File: src/rtl/mbs_pkg.sv
// ----------------------------------------------------------------------------
// Multichannel broadcast sequencer package
// Shared sizes, codes, the buffer write bundle and the channel search function.
// ----------------------------------------------------------------------------
`timescale 1ns / 1ps

package mbs_pkg;

  localparam int PAYLOAD_BYTES = 18;
  localparam int NUM_CHANNELS  = 16;
  localparam int CH_W          = 4;
  localparam int MASK_W        = 16;
  localparam int CNT_W         = $clog2(PAYLOAD_BYTES + 1);
  localparam int ADDR_W        = (PAYLOAD_BYTES > 1) ? $clog2(PAYLOAD_BYTES) : 1;
  localparam logic [CH_W-1:0] MAX_INDEX = CH_W'(NUM_CHANNELS - 1);

  localparam logic [1:0] CFG_LAST_INDEX      = 2'd0;
  localparam logic [1:0] CFG_CHANNEL_SPACING = 2'd1;
  localparam logic [1:0] CFG_HEARTBEAT_MS    = 2'd2;
  localparam logic [1:0] CFG_MAX_TRIES       = 2'd3;

  localparam logic [1:0] MODE_IDLE = 2'd0;
  localparam logic [1:0] MODE_SEND = 2'd1;
  localparam logic [1:0] MODE_WAIT = 2'd2;

  localparam logic OP_HOST_BYTE = 1'b0;

  localparam logic [2:0] ACT_SEND_BYTE  = 3'd1;
  localparam logic [2:0] ACT_CHANGE_CH  = 3'd2;
  localparam logic [2:0] ACT_FLUSH      = 3'd3;
  localparam logic [2:0] ACT_REFUSED    = 3'd4;

  typedef struct packed {
    logic              en;
    logic [ADDR_W-1:0] addr;
    logic [7:0]        data;
  } mbs_wr_t;

  typedef struct packed {
    logic            found;
    logic            wrapped;
    logic [CH_W-1:0] idx;
  } mbs_find_t;

  // First set bit after start up to lim, else the first set bit from zero up to lim.
  function automatic mbs_find_t mbs_find(logic [MASK_W-1:0] mask, logic [CH_W-1:0] start,
                                         logic [CH_W-1:0] lim);
    mbs_find_t       res;
    logic            hi_f;
    logic            lo_f;
    logic [CH_W-1:0] hi_i;
    logic [CH_W-1:0] lo_i;
    hi_f = 1'b0;
    lo_f = 1'b0;
    hi_i = '0;
    lo_i = '0;
    for (int i = MASK_W - 1; i >= 0; i--) begin
      if (mask[i] && (CH_W'(i) <= lim)) begin
        lo_f = 1'b1;
        lo_i = CH_W'(i);
        if (CH_W'(i) > start) begin
          hi_f = 1'b1;
          hi_i = CH_W'(i);
        end
      end
    end
    if (hi_f) begin
      res = '{found: 1'b1, wrapped: 1'b0, idx: hi_i};
    end else if (lo_f) begin
      res = '{found: 1'b1, wrapped: 1'b1, idx: lo_i};
    end else begin
      res = '{found: 1'b0, wrapped: 1'b1, idx: '0};
    end
    return res;
  endfunction

endpackage

File: src/rtl/multichannel_broadcast_sequencer.sv
// ----------------------------------------------------------------------------
// Multichannel broadcast sequencer
// Collects a host burst and replays it once on every live radio channel.
// ----------------------------------------------------------------------------
// Each input word is either a host byte or a service poll, told apart by
// in_tuser; in_tlast marks the end of a host burst. Result words carry an
// action code in out_tuser, and out_tlast marks the final word caused by one
// input. The cfg channel is always ready and writes one register per word.
// An input word is registered when taken and worked on in the following
// cycle. A word that causes no result lets the next one in after that work
// step, one with a single result once it enters the output register, which
// waits while the receiver holds out_tready low. A poll that replays the burst
// streams one byte per cycle from the payload memory while the receiver does
// not stall; the memory's registered read overlaps the output register, and
// the next word enters once the last stored byte is in the output register.
// The block takes no new input while results of the previous word are still
// being produced; a final word held in the output register does not block
// it. When the receiver stalls, the output register holds its word and the
// memory read stage holds the next byte. Reset returns the block to idle with
// all channels live, an empty burst and the register defaults; payload memory
// contents are not cleared and need no clearing pass.
// ----------------------------------------------------------------------------
`timescale 1ns / 1ps

module multichannel_broadcast_sequencer
  import mbs_pkg::*;
(
  input  logic        clk,
  input  logic        rst_n,
  input  logic        in_tvalid,
  output logic        in_tready,
  // host_byte [7:0], now_ms [39:8], tx_queue_empty [40], zero fill [47:41]
  input  logic [47:0] in_tdata,
  // op [0]
  input  logic        in_tuser,
  input  logic        in_tlast,
  output logic        out_tvalid,
  input  logic        out_tready,
  // value [7:0], live_mask [23:8]
  output logic [23:0] out_tdata,
  // action [2:0]
  output logic [2:0]  out_tuser,
  output logic        out_tlast,
  input  logic        cfg_valid,
  output logic        cfg_ready,
  input  logic [1:0]  cfg_index,
  input  logic [15:0] cfg_data
);

  localparam logic [1:0] S_IDLE = 2'd0;
  localparam logic [1:0] S_EXEC = 2'd1;
  localparam logic [1:0] S_SEND = 2'd2;
  localparam logic [1:0] S_ONE  = 2'd3;

  logic [CH_W-1:0]   last_index_r;
  logic [7:0]        spacing_r;
  logic [15:0]       heartbeat_ms_r;
  logic [7:0]        max_tries_r;

  logic [1:0]        state_r, state_nxt;
  logic [1:0]        mode_r, mode_nxt;
  logic [CNT_W-1:0]  count_r, count_nxt;
  logic [CH_W-1:0]   cur_r, cur_nxt;
  logic [CH_W-1:0]   sent_r, sent_nxt;
  logic [CH_W-1:0]   revive_r, revive_nxt;
  logic [MASK_W-1:0] alive_r, alive_nxt;
  logic              wrapped_r, wrapped_nxt;
  logic [7:0]        wait_r, wait_nxt;
  logic [31:0]       last_beat_r, last_beat_nxt;

  logic              op_r;
  logic [7:0]        byte_r;
  logic              end_r;
  logic              empty_r;

  logic [CNT_W-1:0]  send_idx_r, send_idx_nxt;
  logic              dv_r, dv_nxt;
  logic              dv_last_r, dv_last_nxt;

  logic [2:0]        res_act_r, res_act_nxt;
  logic [7:0]        res_val_r, res_val_nxt;

  logic              out_valid_r, out_valid_nxt;
  logic [7:0]        out_val_r, out_val_nxt;
  logic [2:0]        out_act_r, out_act_nxt;
  logic              out_last_r, out_last_nxt;
  logic [MASK_W-1:0] out_mask_r, out_mask_nxt;

  logic              in_acc;
  logic [CH_W-1:0]   lim;
  logic [31:0]       beat_diff;
  mbs_find_t         rev_f;
  mbs_find_t         nxt_f;
  logic              slot_free;
  logic              load;
  logic              issue;
  logic              is_idle;
  logic [CNT_W-1:0]  count_inc;
  logic [7:0]        wait_inc;
  logic [11:0]       chan_prod;
  logic [7:0]        rd_data;
  mbs_wr_t           wr;

  assign in_acc    = in_tvalid && in_tready;
  assign in_tready = (state_r == S_IDLE);
  assign cfg_ready = 1'b1;
  assign lim       = (last_index_r > MAX_INDEX) ? MAX_INDEX : last_index_r;
  assign beat_diff = in_tdata[39:8] - last_beat_r;
  assign rev_f     = mbs_find(~alive_r, revive_r, lim);
  assign nxt_f     = mbs_find(alive_r, cur_r, lim);
  assign slot_free = !out_valid_r || out_tready;
  assign load      = (state_r == S_SEND) && dv_r && slot_free;
  assign issue     = (state_r == S_SEND) && (send_idx_r < count_r) && (!dv_r || load);
  assign is_idle   = (mode_r != MODE_SEND) && (mode_r != MODE_WAIT);
  assign count_inc = count_r + 1'b1;
  assign wait_inc  = wait_r + 1'b1;
  assign chan_prod = {8'b0, cur_r} * {4'b0, spacing_r};

  always_comb begin
    wr.en   = (state_r == S_EXEC) && (op_r == OP_HOST_BYTE) && is_idle &&
              (count_r < CNT_W'(PAYLOAD_BYTES));
    wr.addr = count_r[ADDR_W-1:0];
    wr.data = byte_r;
  end

  mbs_payload_buf u_buf (
    .clk     (clk),
    .wr      (wr),
    .rd_en   (issue),
    .rd_addr (send_idx_r[ADDR_W-1:0]),
    .rd_data (rd_data)
  );

  always_comb begin
    state_nxt     = state_r;
    mode_nxt      = mode_r;
    count_nxt     = count_r;
    cur_nxt       = cur_r;
    sent_nxt      = sent_r;
    revive_nxt    = revive_r;
    alive_nxt     = alive_r;
    wrapped_nxt   = wrapped_r;
    wait_nxt      = wait_r;
    last_beat_nxt = last_beat_r;
    send_idx_nxt  = send_idx_r;
    dv_nxt        = dv_r;
    dv_last_nxt   = dv_last_r;
    res_act_nxt   = res_act_r;
    res_val_nxt   = res_val_r;
    out_valid_nxt = out_valid_r && !out_tready;
    out_val_nxt   = out_val_r;
    out_act_nxt   = out_act_r;
    out_last_nxt  = out_last_r;
    out_mask_nxt  = out_mask_r;

    case (state_r)
      S_IDLE: begin
        if (in_acc) begin
          state_nxt = S_EXEC;
          if (beat_diff > {16'b0, heartbeat_ms_r}) begin
            last_beat_nxt = in_tdata[39:8];
            if (rev_f.found) begin
              alive_nxt  = alive_r | (MASK_W'(1) << rev_f.idx);
              revive_nxt = rev_f.idx;
            end
          end
        end
      end
      S_EXEC: begin
        state_nxt = S_IDLE;
        if (op_r == OP_HOST_BYTE) begin
          if (is_idle) begin
            if (count_r < CNT_W'(PAYLOAD_BYTES)) begin
              count_nxt = count_inc;
              mode_nxt  = (end_r || count_inc >= CNT_W'(PAYLOAD_BYTES)) ? MODE_SEND : MODE_IDLE;
            end else begin
              mode_nxt = MODE_SEND;
            end
          end else begin
            res_act_nxt = ACT_REFUSED;
            res_val_nxt = byte_r;
            state_nxt   = S_ONE;
          end
        end else if (is_idle) begin
          mode_nxt = (count_r != '0) ? MODE_SEND : MODE_IDLE;
        end else if (mode_r == MODE_SEND) begin
          sent_nxt     = cur_r;
          cur_nxt      = nxt_f.idx;
          wrapped_nxt  = wrapped_r | nxt_f.wrapped;
          mode_nxt     = MODE_WAIT;
          send_idx_nxt = '0;
          dv_nxt       = 1'b0;
          state_nxt    = S_SEND;
        end else if (empty_r) begin
          res_act_nxt = ACT_CHANGE_CH;
          res_val_nxt = chan_prod[7:0];
          wait_nxt    = '0;
          state_nxt   = S_ONE;
          if (wrapped_r) begin
            wrapped_nxt = 1'b0;
            mode_nxt    = MODE_IDLE;
            count_nxt   = '0;
          end else begin
            mode_nxt = MODE_SEND;
          end
        end else begin
          wait_nxt = wait_inc;
          if (wait_inc > max_tries_r) begin
            alive_nxt   = alive_r & ~(MASK_W'(1) << sent_r);
            res_act_nxt = ACT_FLUSH;
            res_val_nxt = '0;
            state_nxt   = S_ONE;
          end
        end
      end
      S_SEND: begin
        if (load) begin
          out_valid_nxt = 1'b1;
          out_val_nxt   = rd_data;
          out_act_nxt   = ACT_SEND_BYTE;
          out_last_nxt  = dv_last_r;
          out_mask_nxt  = alive_r;
        end
        if (issue) begin
          dv_nxt       = 1'b1;
          dv_last_nxt  = (CNT_W'(send_idx_r + 1'b1) == count_r);
          send_idx_nxt = send_idx_r + 1'b1;
        end else if (load) begin
          dv_nxt = 1'b0;
        end
        if ((send_idx_r == count_r) && (!dv_r || load)) begin
          state_nxt = S_IDLE;
        end
      end
      S_ONE: begin
        if (slot_free) begin
          out_valid_nxt = 1'b1;
          out_val_nxt   = res_val_r;
          out_act_nxt   = res_act_r;
          out_last_nxt  = 1'b1;
          out_mask_nxt  = alive_r;
          state_nxt     = S_IDLE;
        end
      end
      default: begin
        state_nxt = S_IDLE;
      end
    endcase
  end

  always_ff @(posedge clk) begin
    if (!rst_n) begin
      last_index_r   <= 4'd15;
      spacing_r      <= 8'd17;
      heartbeat_ms_r <= 16'd500;
      max_tries_r    <= 8'd254;
    end else if (cfg_valid && cfg_ready) begin
      case (cfg_index)
        CFG_LAST_INDEX:      last_index_r   <= cfg_data[CH_W-1:0];
        CFG_CHANNEL_SPACING: spacing_r      <= cfg_data[7:0];
        CFG_HEARTBEAT_MS:    heartbeat_ms_r <= cfg_data;
        CFG_MAX_TRIES:       max_tries_r    <= cfg_data[7:0];
        default: begin
        end
      endcase
    end
  end

  always_ff @(posedge clk) begin
    if (!rst_n) begin
      state_r     <= S_IDLE;
      mode_r      <= MODE_IDLE;
      count_r     <= '0;
      cur_r       <= '0;
      sent_r      <= '0;
      revive_r    <= 4'd15;
      alive_r     <= '1;
      wrapped_r   <= 1'b0;
      wait_r      <= '0;
      last_beat_r <= '0;
      dv_r        <= 1'b0;
      out_valid_r <= 1'b0;
    end else begin
      state_r     <= state_nxt;
      mode_r      <= mode_nxt;
      count_r     <= count_nxt;
      cur_r       <= cur_nxt;
      sent_r      <= sent_nxt;
      revive_r    <= revive_nxt;
      alive_r     <= alive_nxt;
      wrapped_r   <= wrapped_nxt;
      wait_r      <= wait_nxt;
      last_beat_r <= last_beat_nxt;
      dv_r        <= dv_nxt;
      out_valid_r <= out_valid_nxt;
    end
  end

  always_ff @(posedge clk) begin
    if (in_acc) begin
      op_r    <= in_tuser;
      byte_r  <= in_tdata[7:0];
      end_r   <= in_tlast;
      empty_r <= in_tdata[40];
    end
    send_idx_r <= send_idx_nxt;
    dv_last_r  <= dv_last_nxt;
    res_act_r  <= res_act_nxt;
    res_val_r  <= res_val_nxt;
    out_val_r  <= out_val_nxt;
    out_act_r  <= out_act_nxt;
    out_last_r <= out_last_nxt;
    out_mask_r <= out_mask_nxt;
  end

  assign out_tvalid = out_valid_r;
  assign out_tdata  = {out_mask_r, out_val_r};
  assign out_tuser  = out_act_r;
  assign out_tlast  = out_last_r;

endmodule

File: src/rtl/mbs_payload_buf.sv
// ----------------------------------------------------------------------------
// Payload buffer
// Single-port-write, registered-read memory that holds one host burst.
// ----------------------------------------------------------------------------
`timescale 1ns / 1ps

module mbs_payload_buf
  import mbs_pkg::*;
(
  input  logic              clk,
  input  mbs_wr_t           wr,
  input  logic              rd_en,
  input  logic [ADDR_W-1:0] rd_addr,
  output logic [7:0]        rd_data
);

  logic [7:0] mem [PAYLOAD_BYTES];
  logic [7:0] rd_data_r;

  always_ff @(posedge clk) begin
    if (wr.en) begin
      mem[wr.addr] <= wr.data;
    end
    if (rd_en) begin
      rd_data_r <= mem[rd_addr];
    end
  end

  assign rd_data = rd_data_r;

endmodule
File: config.mk
export PLATFORM = sky130hd
export DESIGN_NAME = multichannel_broadcast_sequencer
export DESIGN_NICKNAME = d
export VERILOG_FILES = /design/src/rtl/mbs_pkg.sv /design/src/rtl/multichannel_broadcast_sequencer.sv /design/src/rtl/mbs_payload_buf.sv
export SDC_FILE = /design/constraint.sdc
export NUM_CORES = 1
export LEC_CHECK = 0
export ABC_AREA = 1
export BUFFER_PORTS_ARGS = -buffer_cell sky130_fd_sc_hd__buf_2
export CELL_PAD_IN_SITES_DETAIL_PLACEMENT = 1
export CELL_PAD_IN_SITES_GLOBAL_PLACEMENT = 1
export CORE_MARGIN = 2
export CORE_UTILIZATION = 37
export DETAILED_ROUTE_END_ITERATION = 7
export GPL_TIMING_DRIVEN = 0
export PLACE_DENSITY_LB_ADDON = 0.1
export SETUP_SLACK_MARGIN = 0.5
export SYNTH_ARGS = -nofsm -noshare
export SYNTH_HDL_FRONTEND = slang
export SYNTH_SLANG_ARGS = --single-unit
File: constraint.sdc
create_clock -name clk -period 6.6 [get_ports clk]
set_input_delay 0.99 -clock clk [delete_from_list [all_inputs] [get_ports clk]]
set_output_delay 0.99 -clock clk [all_outputs]
set_load 0.05 [all_outputs]
Word-level counts from Yosys, hierarchy flattened
Memories as Yosys holds them, arrays and structs flattened. A register that Yosys moved wholly into a read port is not among the register bits. Index checks and enable logic that the tools add are counted.

$add $sub $neg: 4. $mul: 1. Magnitude comparators: 54. Equality and inequality tests: 29. Shift-type cells: 2. Multiplexer cells: 275. Bitwise logic cells: 8. Reduce and logical (&&, ||, !) cells: 79.

Operator list (number): $mux W4 (98); $mux W16 (10); $mux W1 (113); $mux W8 (9); $gt A4 B4 Y1 const A (16); $pmux W16 S2 (2); $mux W5 (12); $logic_and A1 B1 Y1 (43); $gt A3 B4 Y1 const A (8); $gt A32 B16 Y1 (1); $le A4 B4 Y1 const A (8); $not A16 Y16 (2); $shl A1 B4 Y16 const A (2); $sub A32 B32 Y32 (1); $mux W2 (14); $mux W3 (8); $ne A2 B2 Y1 const B (11); $reduce_and A4 Y1 (5); $and A16 B16 Y16 (1); $gt A1 B4 Y1 const A (4); $gt A2 B4 Y1 const A (4); $le A3 B4 Y1 const A (4); $or A16 B16 Y16 (1); $pmux W8 S2 (1); 34 further kinds (74).

Register bits after elaboration: 172. RAM bits: 144. Output and inout bits: 31. Word-level logic and storage cells: 481. Memories: 1.

Memory list: u_buf.mem (words 18, width 8, rd ports 1, clocked after memory_dff 1, wr ports 1, RTL line mbs_payload_buf.sv:17) `logic [7:0] mem [PAYLOAD_BYTES];`.

Depth between registers and ports, before layout
Word-level depth: 42. Depth in mapped cells: 30.

Hierarchy
From an unflattened synthesis, not the netlist that was laid out.

Cells, all modules: 2308. Area total of the unflattened synthesis: 18353.9 um^2.

By module, submodules not included: multichannel_broadcast_sequencer (times used 1, cells an instance 1692, area an instance 11797.6 um^2, sequential area each 4003.8 um^2); mbs_payload_buf (times used 1, cells an instance 616, area an instance 6556.3 um^2, sequential area each 4564.4 um^2).

Worst setup path before layout
No wires, ideal clock.

Path kind: input to register. Start: input in_tdata[8]. End: register alive_r[0]. Setup time: 0.135 ns. Arrival: 4.020 ns. Data required time: 6.465 ns. Slack: 2.445 ns. Stages on the path: 28. Path through: inv_1 ha_1 inv_1 fa_1 nand3_1 nand3_2 nand2_1 nand2_2 nand2_1 nand2_2 xor2_1 ha_1 nand2_1 nor2_1 nand2_1 nor3_1 nand4_1 nand2_1 nand2_1 nor2_1 nand3_1 nor2_2 nand3_4 nand2_2 nand2_4 buf_8 nand3_1 nand3_1.

Word-level cells in the longest chain between the ends: 4.

RTL lines: start: declaration (RTL line multichannel_broadcast_sequencer.sv:33) `input logic [47:0] in_tdata,`; $sub A32 B32 Y32 (RTL line multichannel_broadcast_sequencer.sv:108) `assign beat_diff = in_tdata[39:8] - last_beat_r;`; $gt A32 B16 Y1 (RTL line multichannel_broadcast_sequencer.sv:160) `if (beat_diff > {16'b0, heartbeat_ms_r}) begin`; $ne A2 B1 Y1 (no line); $reduce_and A9 Y1 (no line); end signal: assignment (RTL line multichannel_broadcast_sequencer.sv:290) `alive_r <= alive_nxt;`; end: declaration (RTL line multichannel_broadcast_sequencer.sv:66) `logic [MASK_W-1:0] alive_r, alive_nxt;`.

No other way between the ends. A chain may end at the register's enable or synchronous reset.

Final worst setup path
Start: input in_tdata[8]. End: register alive_r[3].

Same word-level chain as after synthesis.

==> results_dict.tcl <==
set metrics [dict create \
    reg2reg_depth 28 \
    viasPerCell 5.21 \
    nNetsFinal 2456 \
    cts_buffers 41 \
    cts_root_buf "clkbuf_16" \
    synth_compound_area_share_pct 14.4 \
    ant_nets 0 \
    hold_viol 0 \
    rows 80 \
    drt_iter0_markers 667 \
    netlist_area_sq_mm 0.0179 \
    clk_pin_slew_ns 0.05 \
    r2r-start "last_beat_r[0]" \
    die_y_um 224 \
    crit_fanout 8 \
    grt_pass1_vias 15900 \
    ys.flop_type "edfxtp_1" \
    worstSkewPairLatency_ns 0.59 \
    yosysSeqAreaShare_pct 47.9 \
    synthXorXnorAreaFrac_pct 1.81 \
    tns_ns 0 \
    rsz0062_at_grt "false" \
    drt-total-wl_um 56900 \
    skew_ns 0.0354 \
    slew_headroom_pct -2.76 \
    ys_types 61 \
    vias 15300 \
    synth_warnings 0 \
    crit_path_start "in_tdata[8]" \
    drive_gt1_share_pct 10.3 \
    crit_slowest_cell "fa_1" \
    drv_slew 4 \
    dieArea_sq_mm 0.0502 \
    crit_end "alive_r[3]" \
    cts_hold_buf 0 \
    start_util_pct 37.5 \
    insertedDiodeCount 0 \
    cts_resized 0 \
    synth-seq-cells 324 \
    cts_max_path_buffers 3 \
    r2r-end "alive_r[3]" \
    synthCells 2158 \
    drt-pass1-iter-count 5 \
    status "finished, violations left" \
    crit_path_frequent_cell "nand2_1" \
    grt_usage_pct 23.1 \
    synthTopCellsByArea "edfxtp_1 (35%), dfxtp_1 (13%), nand2_1 (9.4%)" \
    drc 0 \
    design.core.area_sq_mm 0.0477 \
    overflow 0 \
    synth_fa_ha_area_share_pct 6.50 \
    setup_viol 0 \
    peakVddDrop_uv 202 \
    required_ns 7.05 \
    yosys.area.top_type "edfxtp_1" \
    place_congestion 0.876 \
    p_leak_uw 0.00871 \
    antenna_found_initial 1 \
    grt_pass1_wl_um 89600 \
    cp-end-kind "flop" \
    fp.dieW_um 224 \
    maxCapViolCount 1 \
    critical_path_arrival_ns 5.03 \
    min_path_type "reg -> reg" \
    synth_top_area_share_pct 34.9 \
    timing.fmax_mhz 218 \
    synth-simple-area-share_pct 21.4 \
    async_flop_share_pct 0 \
    synth_top_family_by_area "simple AND/OR/NAND/NOR gates" \
    power.total_uw 5900 \
    min_period_ns 4.58 \
    cts_tree "yes" \
    timing.final.crit_share_pct 69.4 \
    htree_num_levels 2 \
    syn_to_final_growth_pct 14.6 \
    synth.avg_cell_area_sq_um 8.30 \
    port-buffer-count 94 \
    grt_max_degree 20 \
    synth_common_cells "nand2_1 (448), inv_1 (289), nor2_1 (238)" \
    routedWlPerCell_um 19.3 \
    yosysMostFrequentCell "nand2_1" \
    muxShareOfSynthArea_pct 0 \
    ios 104 \
    start_kind "primary input" \
    cts_setup_buffers 0 \
    syn_nets 2318 \
    worst_pin_slew_ns 1.52 \
    synth-edff-count 208 \
    clkSinkCount 324 \
    dp_hpwl_um 43700 \
    r2r_slack_ns 2.27 \
    powerDensity_mw_per_mm2 288 \
    critical_path_class "in -> reg" \
    violations "capacitance limit, slew limit" \
    slowest_delay_ns 0.46 \
]
-- power by group --
group          total (uW)  internal [uW]  leakage, uW  switching (uW)
clock network        2230           1320     0.000645             910
registers            2400           2300      0.00281             105
logic                1270            389      0.00525             880
total                5900           4010      0.00871            1900
-- cell families after synthesis --
family | after synthesis
other | 1
AOI/OAI and AO/OA | 448
DFF | 324
and+or+nand+nor | 892
xor gates and xnor gates | 37
buffers and inverters | 369
adders and majority gates | 87
-- through the flow --
stage	setup WS, ns	instance area (sq um)	instances	hold slack [ns]	utilization (%)
final	2.02	20500	2943	0.457	43.0
after global placement	1.47	19100	2867	0.445	40.1
after CTS	2.05	20500	2943	0.460	43.0
after detailed placement	1.43	19200	2868	0.453	40.2
after floorplan	2.44	17900	2158	0.433	-
after global routing	1.69	20500	2943	0.476	43.0
-- state kept, by name, indices dropped and copies added, names as in the netlist, 16 cells and up --
name,cells
u_buf.mem,144
last_beat_r,32
alive_r,16
heartbeat_ms_r,16
out_mask_r,16
-- area by class of cell --
type | instances | area, sq um
fillers | 5756 | 27200
flip-flops and latches | 324 | 8570
multi-input cells | 1465 | 7910
inverters | 304 | 1140
clock buffers | 59 | 1130
well taps | 615 | 769
repair buffers | 95 | 498
plain buffers | 65 | 287
clock inverters | 16 | 208
-- routing by layer --
metal / GRT usage, % / wire [um] / up-vias
li1: - / - / 7510
met1: 30.7 / 26100 / 7453
met2: 40.0 / 27300 / 294
met3: 3.24 / 2380 / 76
met4: 4.88 / 1040 / 2
met5: 0 / 7 / -
-- cells in the final DEF (no fill, tap or decap), drive strengths merged, types with 4 or more instances in the layout --
master	synthesis	final
nand2	467	467
inv	300	300
nor2	250	250
edfxtp	208	208
o21ai	181	181
a21oi	165	165
nand3	120	120
dfxtp	116	116
buf	15	110
clkbuf	50	109
ha	77	77
o221ai	29	29
nor3	28	28
xor2	28	28
o211ai	19	19
clkinv	4	16
nand4	12	12
fa	10	10
xnor2	9	9
a32oi	8	8
nand3b	7	7
a211oi	7	7
o21bai	5	5
o31ai	5	5
or2	5	5
o22ai	5	5
o21a	4	4
-- worst min path at each step --
stage,startpoint,endpoint,slack [ns],cells after the start
detailed placement,last_beat_r[7],last_beat_r[7],0.45,2
global placement,last_beat_r[16],last_beat_r[16],0.44,2
floorplan,last_beat_r[10],last_beat_r[10],0.43,2
finish,last_beat_r[7],last_beat_r[7],0.46,2
global route,last_beat_r[14],last_beat_r[14],0.48,2
CTS,last_beat_r[7],last_beat_r[7],0.46,2
-- critical path: cells and delay by family --
kind                       cells  cell delay [ns]
buffers and inverters          3             0.30
xor gates and xnor gates       1             0.17
adders and majority gates      3             0.90
and+or+nand+nor               23             2.66
(Power assumes the default switching activity.)
